==> src/design/dstp_pkg.sv <==
// Shared types and constants for the dice sum tail probability block
`default_nettype none
package dstp_pkg;

  localparam int DSTP_FACES    = 6;
  localparam int DSTP_MAX_DICE = 24;
  localparam int DSTP_SLOTS    = 256;
  localparam int CW            = 63;

  typedef struct packed {
    logic [4:0] dice_count;
    logic [7:0] target_sum;
  } query_t;

  typedef struct packed {
    logic [CW-1:0] numerator;
    logic [CW-1:0] denominator;
    logic          whole_number;
  } result_t;

  typedef struct packed {
    logic          done;
    logic [CW-1:0] count;
    logic [CW-1:0] total;
  } eng_rsp_t;

  typedef struct packed {
    logic          start;
    logic [CW-1:0] dividend;
    logic [CW-1:0] divisor;
  } div_req_t;

  typedef struct packed {
    logic          done;
    logic [CW-1:0] quo;
    logic [CW-1:0] rem;
  } div_rsp_t;

  typedef enum logic [2:0] {
    E_IDLE, E_INIT, E_DIE_CHK, E_DP, E_DRAIN, E_SUM, E_SUM_DRAIN, E_FIN
  } eng_state_t;

  typedef enum logic [2:0] {
    C_IDLE, C_ROW, C_GCD_CHK, C_GCD_WAIT, C_NUM_WAIT, C_DEN_WAIT, C_DONE
  } ctl_state_t;

endpackage
`default_nettype wire

==> src/design/dstp_divider.sv <==
// Bit-serial restoring divider giving quotient and remainder
`default_nettype none
module dstp_divider (
  input  wire logic              clk,
  input  wire logic              rst,
  input  wire dstp_pkg::div_req_t req,
  output dstp_pkg::div_rsp_t     rsp
);
  import dstp_pkg::*;

  localparam int NW = $clog2(CW + 1);

  logic          busy;
  logic          done;
  logic [NW-1:0] cnt;
  logic [CW-1:0] rem;
  logic [CW-1:0] quo;
  logic [CW-1:0] dvs;
  logic [CW:0]   trial;
  logic          fits;

  assign trial = {rem, quo[CW-1]};
  assign fits  = trial >= {1'b0, dvs};

  always_ff @(posedge clk) begin
    if (rst) begin
      busy <= 1'b0;
      done <= 1'b0;
      cnt  <= '0;
    end else begin
      done <= 1'b0;
      if (!busy && req.start) begin
        busy <= 1'b1;
        cnt  <= NW'(CW);
      end else if (busy) begin
        cnt <= cnt - 1'b1;
        if (cnt == NW'(1)) begin
          busy <= 1'b0;
          done <= 1'b1;
        end
      end
    end
  end

  always_ff @(posedge clk) begin
    if (!busy && req.start) begin
      rem <= '0;
      quo <= req.dividend;
      dvs <= req.divisor;
    end else if (busy) begin
      rem <= fits ? CW'(trial - {1'b0, dvs}) : trial[CW-1:0];
      quo <= {quo[CW-2:0], fits};
    end
  end

  assign rsp.done = done;
  assign rsp.quo  = quo;
  assign rsp.rem  = rem;
endmodule
`default_nettype wire

==> config.mk <==
export PLATFORM = sky130hd
export DESIGN_NAME = dstp_divider
export DESIGN_NICKNAME = d
export VERILOG_FILES = /design/src/design/dstp_pkg.sv /design/src/design/dstp_divider.sv
export SDC_FILE = /design/constraint.sdc
export NUM_CORES = 1
export LEC_CHECK = 0
export BUFFER_PORTS_ARGS = -buffer_cell sky130_fd_sc_hd__buf_2
export CAP_MARGIN = 30
export CORE_ASPECT_RATIO = 1.4
export CORE_MARGIN = 4
export CORE_UTILIZATION = 55
export DETAILED_ROUTE_END_ITERATION = 6
export GPL_ROUTABILITY_DRIVEN = 0
export PLACE_DENSITY = 0.93
export SYNTH_ARGS = -nofsm -noshare
export SYNTH_HDL_FRONTEND = slang
export SYNTH_SLANG_ARGS = --single-unit
export TNS_END_PERCENT = 20
==> constraint.sdc <==
create_clock -name clk -period 5.47 [get_ports clk]
set_input_delay 0 -clock clk [delete_from_list [all_inputs] [get_ports clk]]
set_output_delay 0 -clock clk [all_outputs]
set_load 0.01 [all_outputs]
### Yosys cells after proc, flatten, opt, wreduce, memory -nomap -nowiden

Index checks and enable logic that the tools add are counted.

* logic and storage cells: 24
* output and inout port bits: 127
* register bits: 197
* input port bits: 129

* bitwise gates (word level): 1
* reductions and logical operators: 4
* muxes and demuxes: 9
* magnitude comparators: 1
* add/sub/neg operators: 2
* equal/unequal tests: 1

Operator list (number)
* 63-bit 2-to-1 mux: 3
* 64-bit by 63-bit greater-or-equal comparator with 1-bit output: 1
* 63-bit subtractor: 1
* 6-bit 2-to-1 mux: 2
* 6-bit by 1-bit == test with 1-bit output (second input constant): 1
* 6-bit by 1-bit subtractor with 6-bit output (second input constant): 1
* 1-bit 2-to-1 mux: 4
* 3-bit OR reduction: 1
* 2-bit nonzero test: 1
* 1-bit logical AND: 1
* 1-bit logical NOT: 1
* 1-bit NOT: 1

### Logic depth before layout (Yosys ltp)

* depth after elaboration: 4
* depth in mapped cells: 15
* mapped depth without buffers: 13

### Worst setup path before layout

No wires, ideal clock.

* path type: register to register
* start: reg busy
* end: reg quo[56], data pin
* buffers on the path: 3
* clock period less this slack: 3.723 ns
* slack: 1.747 ns
* cell stages (with the launch flop): 6
* arrival time: 3.458 ns
* setup time: 0.265 ns
* cells stage by stage: dfxtp_1 -> clkbuf_1 -> nor2_1 -> buf_1 -> clkbuf_1 -> mux2_2

* word-level cells in the longest chain between the ends: 3

RTL lines
* start, declared: RTL line dstp_divider.sv:13 `logic busy;`
* start signal, assigned: RTL line dstp_divider.sv:27 `busy <= 1'b0;`
* start signal, assigned: RTL line dstp_divider.sv:33 `busy <= 1'b1;`
* start signal, assigned: RTL line dstp_divider.sv:38 `busy <= 1'b0;`
* 1-bit logical NOT: RTL line dstp_divider.sv:46 `if (!busy && req.start) begin`
* 1-bit logical AND: RTL line dstp_divider.sv:46
* 63-bit 2-to-1 mux: RTL line dstp_divider.sv:46
* end signal, assigned: RTL line dstp_divider.sv:48 `quo <= req.dividend;`
* end signal, assigned: RTL line dstp_divider.sv:52 `quo <= {quo[CW-2:0], fits};`
* end, declared: RTL line dstp_divider.sv:17 `logic [CW-1:0] quo;`

No other way between the ends.
A chain may end at the register's enable or synchronous reset.

### Worst setup path in the final report

* start: reg quo[62]
* end: reg rem[35]

* word-level cells in the longest chain between the ends: 2

RTL lines
* 63-bit subtractor or 64-bit by 63-bit greater-or-equal comparator with 1-bit output (tied branches): RTL line dstp_divider.sv:51, dstp_divider.sv:23
* 63-bit 2-to-1 mux (*): RTL line dstp_divider.sv:51 `rem <= fits ? CW'(trial - {1'b0, dvs}) : trial[CW-1:0];`
* end signal, assigned: RTL line dstp_divider.sv:51
* end, declared: RTL line dstp_divider.sv:16 `logic [CW-1:0] rem;`

Mark *: on every way between the ends. The rest lies on a longest branch, timed or not.

==> flow_summary.yaml <==
logic_synthesis:
  yosys_top_cell_area_share_pct: 33.1
  postSynthNetCount: 1329
  ys_dominant_reg_cell: "edfxtp_1"
  netlist.top_cell.by_area: "edfxtp_1"
  yosysWarningCount: 0
  synthCells: 1134
  post_synth_main_area_contributors: "edfxtp_1 33%, dfxtp_1 12%, ha_1 7.1%"
  synth_async_sr_flop_share_pct: 0
  post_synthesis_cell_area_mm2: 0.0114
  yosysMostFrequentCell: "edfxtp_1"
  synth_enable_flop_cells: 126
  synthesized_area_per_cell_um2: 10.1
  synth_seq_area_share_pct: 45.5
  ys_types: 77
  yosys-top-cells-count: "126 x edfxtp_1, 106 x nand2_1, 93 x o21ai_0, 90 x inv_1, 89 x a21oi_1"
  synth-seq-cells: 197
clock_tree:
  htree_levels: 4
  cts_made_buffers: 17
  clock_latency_ns: 0.45
  max-clock-path-buffers: 2
  clk_transition_reported_paths_ns: 0.09
  number_of_buffers_inserted_by_post_cts_setup_repair: 0
  cts-root-buf: "clkbuf_16"
  clock_sink_count: 197
  cts_tree: "done"
floorplanning:
  placementRows: 62
  initial_utilization_pct: 55.8
  dieWidth_um: 130
  dieArea_mm2: 0.0232
  fp.dieH_um: 179
  fp.coreArea_mm2: 0.0205
  ios: 256
place:
  dp_slack_ns: 1.87
  dpl.hpwl_um: 22900
  placed_cells_incl_taps: 1595
  total_of_buffers_placed_on_input_and_output_ports: 255
detailed_routing:
  highest_metal_layer_used_by_the_detailed_router: "met4"
  drt_drc_violations_left: 0
  met3_length_um: 2610
  wirelength_met1_um: 12700
  route.detailed.wl_per_inst_um: 20.3
  first_iter_violations: 874
  drt-pass1-iter-count: 6
  route.detailed.vias_per_inst: 6.00
  drtAntennaViolNets: 0
  met2_wirelength_um: 18200
  routed_wl_um: 35700
  route.vias.total: 10600
setup_path:
  worst_r2r_path_depth: 14
  worstPathCellList: "inv_1 > ha_1 > fa_1 > nand2b_1 > a21oi_2 > o211ai_1 > a31oi_1 > nor2_1 > nand2_1 > a41o_2 > buf_4 > nor2_1 > a21oi_1 > a22o_1"
  worst-path-stages: 14
  critical_path.most_common_cell: "nor2_1"
  largest_incremental_delay_on_the_critical_path_ns: 0.69
  cp.required_ns: 5.85
  end_kind: "flop"
  timing.critical_path.buf_inv: 2
  start_kind: "flop"
  critical_path_class: "reg2reg"
  worst-endpoint-arrival_ns: 4.10
  cp_top_family: "compound AO/OA/AOI/OAI gates"
  crit_path_top_delay_cell: "buf_4"
  crit_path_max_fanout: 59
grt:
  grt_max_degree: 65
  grt_pass1_wl_um: 55100
  grt_pass1_vias: 10700
  antenna_found_initial: 4
  grt_usage_pct: 30.4
  congestion_overflow_gr: 0
sta:
  final_max_slew_viol_count: 0
  final_critical_path_setup_slack_ns: 1.75
  final.period_utilization_pct: 67.9
  worst-slew-pin-transition_ns: 0.885
  fmax_mhz: 269
  timing.final.setup_violations: 0
  totalNegativeSetupSlack_ns: 0
  final_hold_viol_count: 0
  maxSlewHeadroom_pct: 41.0
  layout_min_cycle_time_ns: 3.72
  grt_setup_unrepaired: "no"
  finalClockSkew_ns: 0.0186
outcome:
  status: "finished, final reports clean"
cells_and_area:
  areaGrowthSynthToFinish_pct: 28.7
  fill_count: 1361
  finalNetCount: 1681
  drive_gt1_share_pct: 25.6
  finalNonFillerCells: 1759
pwr:
  pwr_density_cell_mw_per_mm2: 470
  vdd_ir_drop_max_mv: 0.410
  power.leakage_uw: 0.00634
worst_hold_path:
  min_delay_path_depth: 2
  hold_class: "in2reg"
run:
  maxCapViolations: 0
cells by family (layout without fill, tap and decap cells):
logic type | after synthesis | in the layout | share of synthesized area (%)
xor+xnor | 59 | 59 | 4.52
simple gates | 243 | 243 | 10.0
mux | 100 | 100 | 9.50
flops | 197 | 197 | 45.5
other cells | 0 | 4 | 0
fa+ha+maj | 66 | 66 | 7.29
buf+inv | 147 | 512 | 5.20
compound gates | 322 | 322 | 17.9
cell usage in the layout, fill, tap and decap left out, types with 21 or more instances in the layout:
cell type	count
xnor2_1	39
mux2_2	65
dfxtp_1	71
edfxtp_1	126
a21o_1	21
mux2i_1	32
nand2_1	106
nand4_1	21
nor2_1	44
o21ai_0	93
ha_1	65
buf_2	255
a21oi_1	89
dlygate4sd3_1	128
inv_1	89
what timing repair did:
action,4_1_cts,5_1_grt
resized for setup,0,0
hold endpoints to repair,134,0
setup endpoints to repair,0,0
hold buffers,128,0
report_power, final:
part,internal [µW],switching [µW],total [µW]
Combinational,1400,2020,3430
Sequential,1920,309,2230
Clock,623,632,1250
Total,3940,2970,6910
cell type report:
cell class	count	area [µm²]	area share, %
antenna	4	10.0	0.0680
clock buffer	19	443	3.01
clock inverter	13	140	0.952
inverter	90	338	2.30
multi-input combinational	790	5650	38.4
sequential	197	5200	35.4
tap	256	320	2.18
timing repair buffer	390	2610	17.7
layer usage:
metal	GRT usage, %	vias to the layer above
met5	0	-
met4	17.1	0
met3	6.77	171
met2	53.7	577
met1	33.4	4986
li1	-	4824
sequential cells by signal (all words and copies together), names as in the netlist:
register and count:
done 1, cnt 6, dvs 63, busy 1, rem 63, quo 63
stage by stage:
stage | instance area, µm² | util [%] | total power (µW) | hold slack, ns
finish | 14700 | 71.8 | 6910 | 0.249
global route | 14700 | 71.8 | 7310 | 0.250
CTS | 14700 | 71.8 | 6810 | 0.236
detailed placement | 12800 | 62.7 | 5470 | 0.178
global placement | 12800 | 62.7 | 5350 | 0.176
floorplan | 11400 | - | 4580 | 0.0989
worst paths after layout:
| kind | from | to | slack [ns] |
|---|---|---|---|
| max | quo[62]$_DFFE_PP_ | rem[35]$_SDFFE_PP0P_ | 1.75 |
| min | req[59] | dvs[59]$_DFFE_PP_ | 0.25 |
| max reg2reg | quo[62]$_DFFE_PP_ | rem[35]$_SDFFE_PP0P_ | 1.75 |
| min reg2reg | cnt[5]$_SDFFE_PP0P_ | cnt[5]$_SDFFE_PP0P_ | 0.50 |
No activity file was read; power rests on OpenSTA's default activity.
